===== src/rtl/vsag_pkg.sv =====
`timescale 1ns / 1ps
`default_nettype none

package vsag_pkg;

  localparam int DIM_BITS = 10;
  localparam int COORD_W  = DIM_BITS + 1;
  localparam int SLICE_W  = DIM_BITS;
  localparam int INDEX_W  = 3 * DIM_BITS;
  localparam int COUNT_W  = 2 * DIM_BITS;
  localparam int PLANE_W  = 2 * COORD_W;
  localparam int PROD_W   = PLANE_W + COORD_W;
  localparam int BYTE_W   = 32;
  localparam int AXIS_W   = 2;
  localparam int KIND_W   = 2;
  localparam int CFG_IDX_W = 2;
  localparam int CFG_W    = COORD_W;

  typedef enum logic [0:0] {
    OP_START = 1'b0,
    OP_NEXT  = 1'b1
  } op_e;

  typedef enum logic [AXIS_W-1:0] {
    AXIS_X = 2'd0,
    AXIS_Y = 2'd1,
    AXIS_Z = 2'd2
  } axis_e;

  typedef enum logic [KIND_W-1:0] {
    KIND_U8   = 2'd0,
    KIND_U16  = 2'd1,
    KIND_RGBA = 2'd2
  } kind_e;

  typedef enum logic [CFG_IDX_W-1:0] {
    CFG_DIM_X     = 2'd0,
    CFG_DIM_Y     = 2'd1,
    CFG_ELEM_KIND = 2'd2
  } cfg_idx_e;

  // walker status seen by the sequencer
  typedef struct packed {
    logic [AXIS_W-1:0]  axis;
    logic [SLICE_W-1:0] slice;
    logic [COORD_W-1:0] u;
    logic [COORD_W-1:0] v;
    logic [COUNT_W-1:0] count;
    logic               pending;
    logic               last_next;
  } walk_t;

  function automatic logic [BYTE_W-1:0] byte_offset_f(logic [INDEX_W-1:0] idx,
                                                      logic [KIND_W-1:0] kind);
    logic [BYTE_W-1:0] w;
    w = BYTE_W'(idx);
    case (kind)
      KIND_U8:  byte_offset_f = w;
      KIND_U16: byte_offset_f = w << 1;
      default:  byte_offset_f = w << 2;
    endcase
  endfunction

endpackage

`default_nettype wire


===== src/rtl/vsag_if.sv =====
`timescale 1ns / 1ps
`default_nettype none

interface vsag_in_if;
  import vsag_pkg::*;
  logic               valid;
  logic               ready;
  logic [0:0]         operation;
  logic [AXIS_W-1:0]  axis;
  logic [SLICE_W-1:0] slice_index;
  logic [COORD_W-1:0] u_min;
  logic [COORD_W-1:0] v_min;
  logic [COORD_W-1:0] u_max;
  logic [COORD_W-1:0] v_max;

  modport source (output valid, operation, axis, slice_index, u_min, v_min, u_max, v_max,
                  input ready);
  modport sink (input valid, operation, axis, slice_index, u_min, v_min, u_max, v_max,
                output ready);
endinterface

interface vsag_out_if;
  import vsag_pkg::*;
  logic               valid;
  logic               ready;
  logic [INDEX_W-1:0] element_index;
  logic [BYTE_W-1:0]  byte_offset;
  logic [COUNT_W-1:0] out_position;
  logic               last;
  logic               exhausted;

  modport source (output valid, element_index, byte_offset, out_position, last, exhausted,
                  input ready);
  modport sink (input valid, element_index, byte_offset, out_position, last, exhausted,
                output ready);
endinterface

`default_nettype wire


===== src/rtl/vsag_mac.sv =====
`timescale 1ns / 1ps
`default_nettype none

module vsag_mac (
  input  wire                           clk_i,
  input  wire                           rst_ni,
  input  wire                           en_i,
  input  wire  [vsag_pkg::PLANE_W-1:0]  op_a_i,
  input  wire  [vsag_pkg::COORD_W-1:0]  op_b_i,
  input  wire  [vsag_pkg::INDEX_W-1:0]  addend_i,
  output logic [vsag_pkg::INDEX_W-1:0]  acc_o
);
  import vsag_pkg::*;

  logic [PROD_W-1:0]  prod;
  logic [INDEX_W-1:0] acc_d, acc_q;

  assign prod  = PROD_W'(op_a_i) * PROD_W'(op_b_i);
  // index wraps to its width, so only the low product bits matter
  assign acc_d = prod[INDEX_W-1:0] + addend_i;

  always_ff @(posedge clk_i or negedge rst_ni) begin
    if (!rst_ni) begin
      acc_q <= '0;
    end else if (en_i) begin
      acc_q <= acc_d;
    end
  end

  assign acc_o = acc_q;

endmodule

`default_nettype wire


===== src/rtl/vsag_walker.sv =====
`timescale 1ns / 1ps
`default_nettype none

module vsag_walker (
  input  wire                           clk_i,
  input  wire                           rst_ni,
  input  wire                           load_i,
  input  wire                           advance_i,
  input  wire  [vsag_pkg::AXIS_W-1:0]   axis_i,
  input  wire  [vsag_pkg::SLICE_W-1:0]  slice_i,
  input  wire  [vsag_pkg::COORD_W-1:0]  u_min_i,
  input  wire  [vsag_pkg::COORD_W-1:0]  v_min_i,
  input  wire  [vsag_pkg::COORD_W-1:0]  u_max_i,
  input  wire  [vsag_pkg::COORD_W-1:0]  v_max_i,
  output vsag_pkg::walk_t               walk_o
);
  import vsag_pkg::*;

  logic [AXIS_W-1:0]  axis_q;
  logic [SLICE_W-1:0] slice_q;
  logic [COORD_W-1:0] u_start_q, u_q, u_end_q, v_q, v_end_q;
  logic [COUNT_W-1:0] count_q;
  logic               pending_q;

  logic [COORD_W-1:0] u_inc, v_inc;
  logic               row_wrap, done;
  logic               load_ok;

  assign u_inc    = u_q + COORD_W'(1);
  assign v_inc    = v_q + COORD_W'(1);
  assign row_wrap = (u_inc >= u_end_q);
  assign done     = row_wrap && (v_inc >= v_end_q);

  // axis code 3 and empty rectangles leave nothing pending
  assign load_ok = ((axis_i == AXIS_X) || (axis_i == AXIS_Y) || (axis_i == AXIS_Z))
                   && (u_min_i < u_max_i) && (v_min_i < v_max_i);

  always_ff @(posedge clk_i or negedge rst_ni) begin
    if (!rst_ni) begin
      axis_q    <= '0;
      slice_q   <= '0;
      u_start_q <= '0;
      u_q       <= '0;
      u_end_q   <= '0;
      v_q       <= '0;
      v_end_q   <= '0;
      count_q   <= '0;
      pending_q <= 1'b0;
    end else if (load_i) begin
      axis_q    <= axis_i;
      slice_q   <= slice_i;
      u_start_q <= u_min_i;
      u_q       <= u_min_i;
      u_end_q   <= u_max_i;
      v_q       <= v_min_i;
      v_end_q   <= v_max_i;
      count_q   <= '0;
      pending_q <= load_ok;
    end else if (advance_i) begin
      count_q <= count_q + COUNT_W'(1);
      if (row_wrap) begin
        u_q <= u_start_q;
        v_q <= v_inc;
      end else begin
        u_q <= u_inc;
      end
      if (done) begin
        pending_q <= 1'b0;
      end
    end
  end

  assign walk_o.axis      = axis_q;
  assign walk_o.slice     = slice_q;
  assign walk_o.u         = u_q;
  assign walk_o.v         = v_q;
  assign walk_o.count     = count_q;
  assign walk_o.pending   = pending_q;
  assign walk_o.last_next = done;

endmodule

`default_nettype wire


===== src/rtl/volume_slice_address_generator.sv =====
`timescale 1ns / 1ps
`default_nettype none

// Slice address generator for an x-fastest volume of dim_x by dim_y by any depth.
// in_i takes items: operation start loads axis, slice index and the half-open
// rectangle [u_min,u_max) x [v_min,v_max) and gives no result; operation next
// gives one result on out_o: element index, byte offset, output position, a last
// flag, or exhausted with zero fields when nothing of the request is left.
// The user must set dim_x, dim_y and element_kind on the cfg port only while the
// block is idle; the block itself does not enforce this. A start item leaves
// in_i ready. A next item that yields an address goes through the plane, term A,
// term B and emit states: one shared multiply-add unit forms dim_x*dim_y, then the
// plane term, then the row term, and the result is registered. An exhausted result
// goes from idle straight to emit. The result register lets the next item be
// accepted while a result still waits; if the receiver stalls, a following address
// waits in the sequencer and in_i is not ready until the register frees up.
// Reset clears the request (nothing pending), sets dim_x = dim_y = 1 and the
// element kind to bytes, and empties the result register.
module volume_slice_address_generator (
  input  wire                             clk_i,
  input  wire                             rst_ni,
  vsag_in_if.sink                         in_i,
  vsag_out_if.source                      out_o,
  input  wire                             cfg_we_i,
  input  wire  [vsag_pkg::CFG_IDX_W-1:0]  cfg_idx_i,
  input  wire  [vsag_pkg::CFG_W-1:0]      cfg_data_i
);
  import vsag_pkg::*;

  typedef enum logic [2:0] {
    ST_IDLE,
    ST_PLANE,
    ST_TERM_A,
    ST_TERM_B,
    ST_EMIT
  } state_e;

  state_e state_q, state_d;

  logic [COORD_W-1:0] dim_x_q, dim_y_q;
  logic [KIND_W-1:0]  kind_q;

  logic               out_valid_q;
  logic [INDEX_W-1:0] idx_q;
  logic [BYTE_W-1:0]  byte_q;
  logic [COUNT_W-1:0] pos_q;
  logic               last_q, exh_q;
  logic               emit_exh_q;

  walk_t              walk;
  logic               in_acc, is_start, walk_load, walk_adv, emit_go;
  logic               mac_en;
  logic [PLANE_W-1:0] op_a;
  logic [COORD_W-1:0] op_b;
  logic [INDEX_W-1:0] addend, acc;

  assign in_i.ready = (state_q == ST_IDLE);
  assign in_acc     = in_i.valid && in_i.ready;
  assign is_start   = (in_i.operation == OP_START);
  assign walk_load  = in_acc && is_start;
  assign emit_go    = (state_q == ST_EMIT) && (!out_valid_q || out_o.ready);
  assign walk_adv   = emit_go && !emit_exh_q;

  always_ff @(posedge clk_i or negedge rst_ni) begin
    if (!rst_ni) begin
      dim_x_q <= COORD_W'(1);
      dim_y_q <= COORD_W'(1);
      kind_q  <= KIND_U8;
    end else if (cfg_we_i) begin
      case (cfg_idx_i)
        CFG_DIM_X:     dim_x_q <= cfg_data_i;
        CFG_DIM_Y:     dim_y_q <= cfg_data_i;
        CFG_ELEM_KIND: kind_q  <= cfg_data_i[KIND_W-1:0];
        default:       ;
      endcase
    end
  end

  vsag_walker u_walker (
    .clk_i     (clk_i),
    .rst_ni    (rst_ni),
    .load_i    (walk_load),
    .advance_i (walk_adv),
    .axis_i    (in_i.axis),
    .slice_i   (in_i.slice_index),
    .u_min_i   (in_i.u_min),
    .v_min_i   (in_i.v_min),
    .u_max_i   (in_i.u_max),
    .v_max_i   (in_i.v_max),
    .walk_o    (walk)
  );

  // operand select for the shared multiply-add
  always_comb begin
    mac_en = 1'b0;
    op_a   = '0;
    op_b   = '0;
    addend = '0;
    case (state_q)
      ST_PLANE: begin
        mac_en = 1'b1;
        op_a   = PLANE_W'(dim_x_q);
        op_b   = dim_y_q;
      end
      ST_TERM_A: begin
        mac_en = 1'b1;
        op_a   = acc[PLANE_W-1:0];
        case (walk.axis)
          AXIS_X: begin
            op_b   = walk.u;
            addend = INDEX_W'(walk.slice);
          end
          AXIS_Y: begin
            op_b   = walk.v;
            addend = INDEX_W'(walk.u);
          end
          default: begin
            op_b   = COORD_W'(walk.slice);
            addend = INDEX_W'(walk.u);
          end
        endcase
      end
      ST_TERM_B: begin
        mac_en = 1'b1;
        op_a   = PLANE_W'(dim_x_q);
        addend = acc;
        case (walk.axis)
          AXIS_Y:  op_b = COORD_W'(walk.slice);
          default: op_b = walk.v;
        endcase
      end
      default: ;
    endcase
  end

  vsag_mac u_mac (
    .clk_i    (clk_i),
    .rst_ni   (rst_ni),
    .en_i     (mac_en),
    .op_a_i   (op_a),
    .op_b_i   (op_b),
    .addend_i (addend),
    .acc_o    (acc)
  );

  always_comb begin
    state_d = state_q;
    case (state_q)
      ST_IDLE: begin
        if (in_acc && !is_start) begin
          state_d = walk.pending ? ST_PLANE : ST_EMIT;
        end
      end
      ST_PLANE:  state_d = ST_TERM_A;
      ST_TERM_A: state_d = ST_TERM_B;
      ST_TERM_B: state_d = ST_EMIT;
      ST_EMIT: begin
        if (emit_go) begin
          state_d = ST_IDLE;
        end
      end
      default:   state_d = ST_IDLE;
    endcase
  end

  always_ff @(posedge clk_i or negedge rst_ni) begin
    if (!rst_ni) begin
      state_q     <= ST_IDLE;
      out_valid_q <= 1'b0;
      emit_exh_q  <= 1'b0;
      idx_q       <= '0;
      byte_q      <= '0;
      pos_q       <= '0;
      last_q      <= 1'b0;
      exh_q       <= 1'b0;
    end else begin
      state_q <= state_d;
      if (in_acc && !is_start) begin
        emit_exh_q <= !walk.pending;
      end
      if (emit_go) begin
        out_valid_q <= 1'b1;
        exh_q       <= emit_exh_q;
        if (emit_exh_q) begin
          idx_q  <= '0;
          byte_q <= '0;
          pos_q  <= '0;
          last_q <= 1'b0;
        end else begin
          idx_q  <= acc;
          byte_q <= byte_offset_f(acc, kind_q);
          pos_q  <= walk.count;
          last_q <= walk.last_next;
        end
      end else if (out_o.ready) begin
        out_valid_q <= 1'b0;
      end
    end
  end

  assign out_o.valid         = out_valid_q;
  assign out_o.element_index = idx_q;
  assign out_o.byte_offset   = byte_q;
  assign out_o.out_position  = pos_q;
  assign out_o.last          = last_q;
  assign out_o.exhausted     = exh_q;

`ifndef NO_ASSERTIONS
  a_exh_zero: assert property (@(posedge clk_i) disable iff (!rst_ni)
    out_valid_q && exh_q |-> (idx_q == '0) && (byte_q == '0) && (pos_q == '0) && !last_q)
    else $error("exhausted result with nonzero fields");

  a_plane_pending: assert property (@(posedge clk_i) disable iff (!rst_ni)
    (state_q == ST_PLANE) |-> walk.pending && !emit_exh_q)
    else $error("address computation started with no request pending");

  a_byte_match: assert property (@(posedge clk_i) disable iff (!rst_ni)
    out_valid_q |-> byte_q == byte_offset_f(idx_q, kind_q))
    else $error("byte offset does not match element index");

  a_last_clears: assert property (@(posedge clk_i) disable iff (!rst_ni)
    walk_adv && walk.last_next |=> !walk.pending && last_q)
    else $error("request still pending after its last element");

  a_ready_idle: assert property (@(posedge clk_i) disable iff (!rst_ni)
    emit_go |=> in_i.ready && out_valid_q)
    else $error("sequencer did not return to idle after emitting");
`endif

endmodule

`default_nettype wire


===== src/flat_wrapper.sv =====
// flat-port wrapper written by rule: the top's interface ports become plain ports
module volume_slice_address_generator_flat import vsag_pkg::*;
  (clk_i, rst_ni, cfg_we_i, cfg_idx_i, cfg_data_i, in_i_valid, in_i_operation, in_i_axis, in_i_slice_index, in_i_u_min, in_i_v_min, in_i_u_max, in_i_v_max, in_i_ready, out_o_valid, out_o_element_index, out_o_byte_offset, out_o_out_position, out_o_last, out_o_exhausted, out_o_ready);
  vsag_in_if in_i_i ();
  vsag_out_if out_o_i ();
  input  wire clk_i;
  input  wire rst_ni;
  input  wire cfg_we_i;
  input  wire  [vsag_pkg::CFG_IDX_W-1:0] cfg_idx_i;
  input  wire  [vsag_pkg::CFG_W-1:0] cfg_data_i;
  input wire logic [$bits(in_i_i.valid)-1:0] in_i_valid;
  input wire logic [$bits(in_i_i.operation)-1:0] in_i_operation;
  input wire logic [$bits(in_i_i.axis)-1:0] in_i_axis;
  input wire logic [$bits(in_i_i.slice_index)-1:0] in_i_slice_index;
  input wire logic [$bits(in_i_i.u_min)-1:0] in_i_u_min;
  input wire logic [$bits(in_i_i.v_min)-1:0] in_i_v_min;
  input wire logic [$bits(in_i_i.u_max)-1:0] in_i_u_max;
  input wire logic [$bits(in_i_i.v_max)-1:0] in_i_v_max;
  output wire logic [$bits(in_i_i.ready)-1:0] in_i_ready;
  output wire logic [$bits(out_o_i.valid)-1:0] out_o_valid;
  output wire logic [$bits(out_o_i.element_index)-1:0] out_o_element_index;
  output wire logic [$bits(out_o_i.byte_offset)-1:0] out_o_byte_offset;
  output wire logic [$bits(out_o_i.out_position)-1:0] out_o_out_position;
  output wire logic [$bits(out_o_i.last)-1:0] out_o_last;
  output wire logic [$bits(out_o_i.exhausted)-1:0] out_o_exhausted;
  input wire logic [$bits(out_o_i.ready)-1:0] out_o_ready;
  assign in_i_i.valid = in_i_valid;
  assign in_i_i.operation = in_i_operation;
  assign in_i_i.axis = in_i_axis;
  assign in_i_i.slice_index = in_i_slice_index;
  assign in_i_i.u_min = in_i_u_min;
  assign in_i_i.v_min = in_i_v_min;
  assign in_i_i.u_max = in_i_u_max;
  assign in_i_i.v_max = in_i_v_max;
  assign in_i_ready = in_i_i.ready;
  assign out_o_valid = out_o_i.valid;
  assign out_o_element_index = out_o_i.element_index;
  assign out_o_byte_offset = out_o_i.byte_offset;
  assign out_o_out_position = out_o_i.out_position;
  assign out_o_last = out_o_i.last;
  assign out_o_exhausted = out_o_i.exhausted;
  assign out_o_i.ready = out_o_ready;
  volume_slice_address_generator u_core (.clk_i(clk_i), .rst_ni(rst_ni), .in_i(in_i_i), .out_o(out_o_i), .cfg_we_i(cfg_we_i), .cfg_idx_i(cfg_idx_i), .cfg_data_i(cfg_data_i));
endmodule

===== config.mk =====
export PLATFORM = sky130hd
export DESIGN_NAME = volume_slice_address_generator_flat
export DESIGN_NICKNAME = d
export VERILOG_FILES = /design/src/rtl/vsag_pkg.sv /design/src/rtl/vsag_if.sv /design/src/rtl/vsag_mac.sv /design/src/rtl/vsag_walker.sv /design/src/rtl/volume_slice_address_generator.sv /design/src/flat_wrapper.sv
export SDC_FILE = /design/constraint.sdc
export NUM_CORES = 1
export LEC_CHECK = 0
export ABC_AREA = 1
export BUFFER_PORTS_ARGS = -buffer_cell sky130_fd_sc_hd__buf_2
export CORE_MARGIN = 1
export CORE_UTILIZATION = 50
export DETAILED_ROUTE_END_ITERATION = 16
export GPL_ROUTABILITY_DRIVEN = 0
export GPL_TIMING_DRIVEN = 0
export PLACE_DENSITY_LB_ADDON = 0.2
export SLEW_MARGIN = 20
export SYNTH_ARGS = -nofsm -noshare
export SYNTH_HDL_FRONTEND = slang
export SYNTH_HIERARCHICAL = 1
export SYNTH_SLANG_ARGS = --single-unit

===== constraint.sdc =====
create_clock -name clk_i -period 7.3 [get_ports clk_i]
set_clock_uncertainty 0.2 [all_clocks]
set_input_delay 0.73 -clock clk_i [delete_from_list [all_inputs] [get_ports clk_i]]
set_output_delay 0.73 -clock clk_i [all_outputs]
set_load 0.005 [all_outputs]

==> summary.txt <==
Timing
  – Fmax: 142.1 MHz
  – Final setup vio count: 0
  – Min Tclk post-route: 7.038 ns
  – Measured slew at the worst slew-check pin: 0.7177 ns
  – Max_slew headroom: 0.5215
  – Max Slew Vio Count: 0
  – Final TNS setup: 0 ns
  – Hold Fails Final Rpt: 0
  – RSZ-0062 raised after global routing: false
  – Setup ws final: 0.2623 ns
  – Post-route clock period utilization: 0.9641

Floorplanning
  – Initial core utilization: 0.5118
  – DIE WIDTH: 210.4 µm
  – I/O pins: 161
  – Die height: 210.4 µm
  – Core Box Area: 0.04242 mm²
  – Row count: 75
  – Die footprint: 0.04425 mm²

Yosys
  – Leading register cell type out of synthesis: dfrtp_1
  – Mean post-synth cell area: 7.119 µm²
  – Net count after synthesis: 3430
  – Ranking of synthesized cells by area: dfrtp_1, fa_1, nand2_1
  – Seq cells post-synth: 231
  – Post-synth top area share: 0.2640
  – Yosys cell types: 52
  – Yosys warnings: 6
  – Sequential-to-total area share from yosys stat: 0.2664
  – Cell Area, Synth: 0.02171 mm²
  – Syn Inst Count: 3049
  – Async SR Flop Fraction: 1.000
  – EDFF count, synth: 0
  – Synth area leader: dfrtp_1

GRT
  – Gr ovfl total: 0
  – Largest net degree at the start of global routing: 98
  – All-Layer GR Usage: 0.2844
  – Initial antenna violation count: 2
  – First-pass GRT wire length: 99010 µm
  – Number of global-route vias before repair: 19299

Route
  – Iter 0 DRT Violations: 1493
  – Drt wl/cell: 16.29 µm
  – Via density per instance: 5.146
  – Drt pass-1 iters: 8
  – Final wirelength: 62500 µm
  – Post-route ant nets: 0
  – DRC Markers: 0
  – Via count: 19740

Clock tree
  – Root buffer cell: clkbuf_16
  – Num CTS Buffers: 26
  – Postcts setup bufs: 0
  – Worst-path clk slew: 0.06 ns
  – CTS tree: done
  – H-tree levels: 1
  – Clock latency on the worst-skew pair: 0.57 ns
  – Clock tree sinks: 231
  – CTS Buffer Depth: 3

Run status
  – Run status: completed

Layout
  – # nets final: 3621
  – Area grow syn2layout: 11.67%
  – Layout cells sized above 1: 0.1001
  – Most frequent cells in the layout: nand2_1, inv_1, dfrtp_1
  – Util after Layout: 0.5715
  – Commonest non-fill, non-tap cell in the layout: nand2_1
  – # fillers: 4150

Pwr
  – Power per cell area: 280.7 mW/mm²
  – Psw: 3.244 mW
  – Switching Fraction: 0.4768
  – Clock power share: 0.204
  – Sequential share of power: 0.297
  – Worst vdd ir: 199.7 µV
  – Comb power frac: 0.499
  – LEAKAGE: 13.95 nW
  – Pint: 3.560 mW

Setup path
  – Crit path DAT: 7.28 ns
  – Crit path largest cell delay: 0.55 ns
  – Reg2reg setup slack: 0.26 ns
  – Slowest cell on the critical path: fa_1
  – Worst Path Required: 7.55 ns
  – Type of origin of the critical path: register
  – Maximum fanout along the worst path: 10
  – Most common cell on crit path: inv_1
  – CP Class: reg -> reg
  – Setup crit end kind: register

Job
  – MaxCap Viol Count: 0

Placement
  – Final HPWL DP: 50960 µm
  – Dpl ws: -0.03601 ns
  – PortBufs: 160

Worst hold path
  – Worst hold path class: in -> reg
==> final timing paths <==
check                                                 end  depth (start not counted)                           start
max in group asynchronous               u_core/dim_x_q[0]                          4                          rst_ni
min reg2reg                u_core/out_o.element_index[26]                          2  u_core/out_o.element_index[26]
max                                u_core/u_mac/acc_o[29]                         30               u_core/state_q[2]
min in group asynchronous    u_core/out_o.out_position[7]                          2                          rst_ni
min                            u_core/u_walker/slice_q[9]                          3             in_i_slice_index[9]
max reg2reg                        u_core/u_mac/acc_o[29]                         30               u_core/state_q[2]
==> final cells by class <==
cell class | count | area (µm²) | area share
Sequential cell | 231 | 5783 | 0.2386
Buffer | 124 | 578.1 | 0.02385
Clock buffer | 34 | 710.7 | 0.02932
Multi-Input combinational cell | 2065 | 13010 | 0.5367
Clock inverter | 12 | 196.4 | 0.008104
Inverter | 629 | 2362 | 0.09745
Timing Repair Buffer | 163 | 875.8 | 0.03613
Antenna cell | 1 | 2.502 | 0.0001032
Tap cell | 577 | 721.9 | 0.02978
==> worst max-delay path: cells and delay by family (launching register included) <==
kind	cells	cell delay, ns
buffers and inverters	12	1.66
and+or+nand+nor	12	1.65
DFF	1	0.35
adders and majority gates	6	3.02
==> registers in the layout, indices dropped and copies added (netlist names), 2 cells and up <==
| register | count |
|---|---|
| u_core/out_o.byte_offset | 32 |
| u_core/u_walker/axis_q | 2 |
| u_core/u_walker/count_q | 20 |
| u_core/u_walker/v_q | 11 |
| u_core/u_walker/u_q | 11 |
| u_core/kind_q | 2 |
| u_core/u_walker/v_end_q | 11 |
| u_core/u_walker/slice_q | 10 |
| u_core/dim_x_q | 11 |
| u_core/out_o.element_index | 30 |
| u_core/u_walker/u_start_q | 11 |
| u_core/out_o.out_position | 20 |
| u_core/state_q | 3 |
| u_core/u_mac/acc_o | 30 |
| u_core/u_walker/u_end_q | 11 |
| u_core/dim_y_q | 11 |
==> power groups by stage <==
stage	Combinational (mW)	Clock [mW]	Sequential, mW
3_5_place_dp	3.33	0	2.04
3_3_place_gp	3.24	0	2.03
2_1_floorplan	2.21	0	1.94
5_1_grt	3.78	1.46	2.07
6_report	3.39	1.39	2.02
4_1_cts	3.35	1.41	2.02
==> timing repair <==
action | in CTS | in global routing
hold buffers | 1 | 0
endpoints found under the setup margin | 9 | 20
endpoints found under the hold margin | 52 | 0
gates resized for setup | 1 | 27
==> metrics by stage <==
step                hold slack (ns)  area, µm²  cells  power, mW
global placement             0.2584      23230   3786      5.267
finish                       0.1571      24240   3836      6.803
floorplan                    0.2344      21710   3049      4.145
CTS                          0.1415      24210   3835      6.775
global route                 0.1600      24240   3835      7.303
detailed placement           0.2598      23290   3788      5.362
==> synth_stat cells (3+ instances only) <==
cell type	count
buf_4	15
or2_1	3
o21ai_0	125
dfrtp_1	229
nor3_1	20
buf_2	26
inv_1	617
inv_2	8
a31oi_1	3
o21bai_1	8
xor2_1	11
ha_1	100
nand4_1	25
nand2_1	1059
nand2_2	10
a21oi_1	70
nor2_2	15
nor3_2	4
xnor2_1	6
buf_1	5
clkinv_1	3
fa_1	206
nor2_4	6
nand3_2	8
a21oi_2	4
nand3b_1	6
nor2_1	186
clkbuf_1	77
a21boi_0	7
nand3_1	159
==> routing by layer <==
metal	GRT usage	vias up	wire length [µm]
met5	0	-	14
met1	0.3638	9382	25410
met2	0.4776	729	29670
met4	0.1294	2	3124
li1	-	9464	-
met3	0.04112	163	4277
==> cells by family after synthesis <==
logic type | after synthesis | share of synthesized area
AO/OA/AOI/OAI | 231 | 0.05799
buffers and inverters | 753 | 0.1347
XOR/XNOR | 17 | 0.006859
AND/OR/NAND/NOR | 1511 | 0.2864
adder cells (fa/ha/maj) | 306 | 0.2476
flip-flops | 231 | 0.2664
Note: power is estimated with default switching activity, not from simulation.
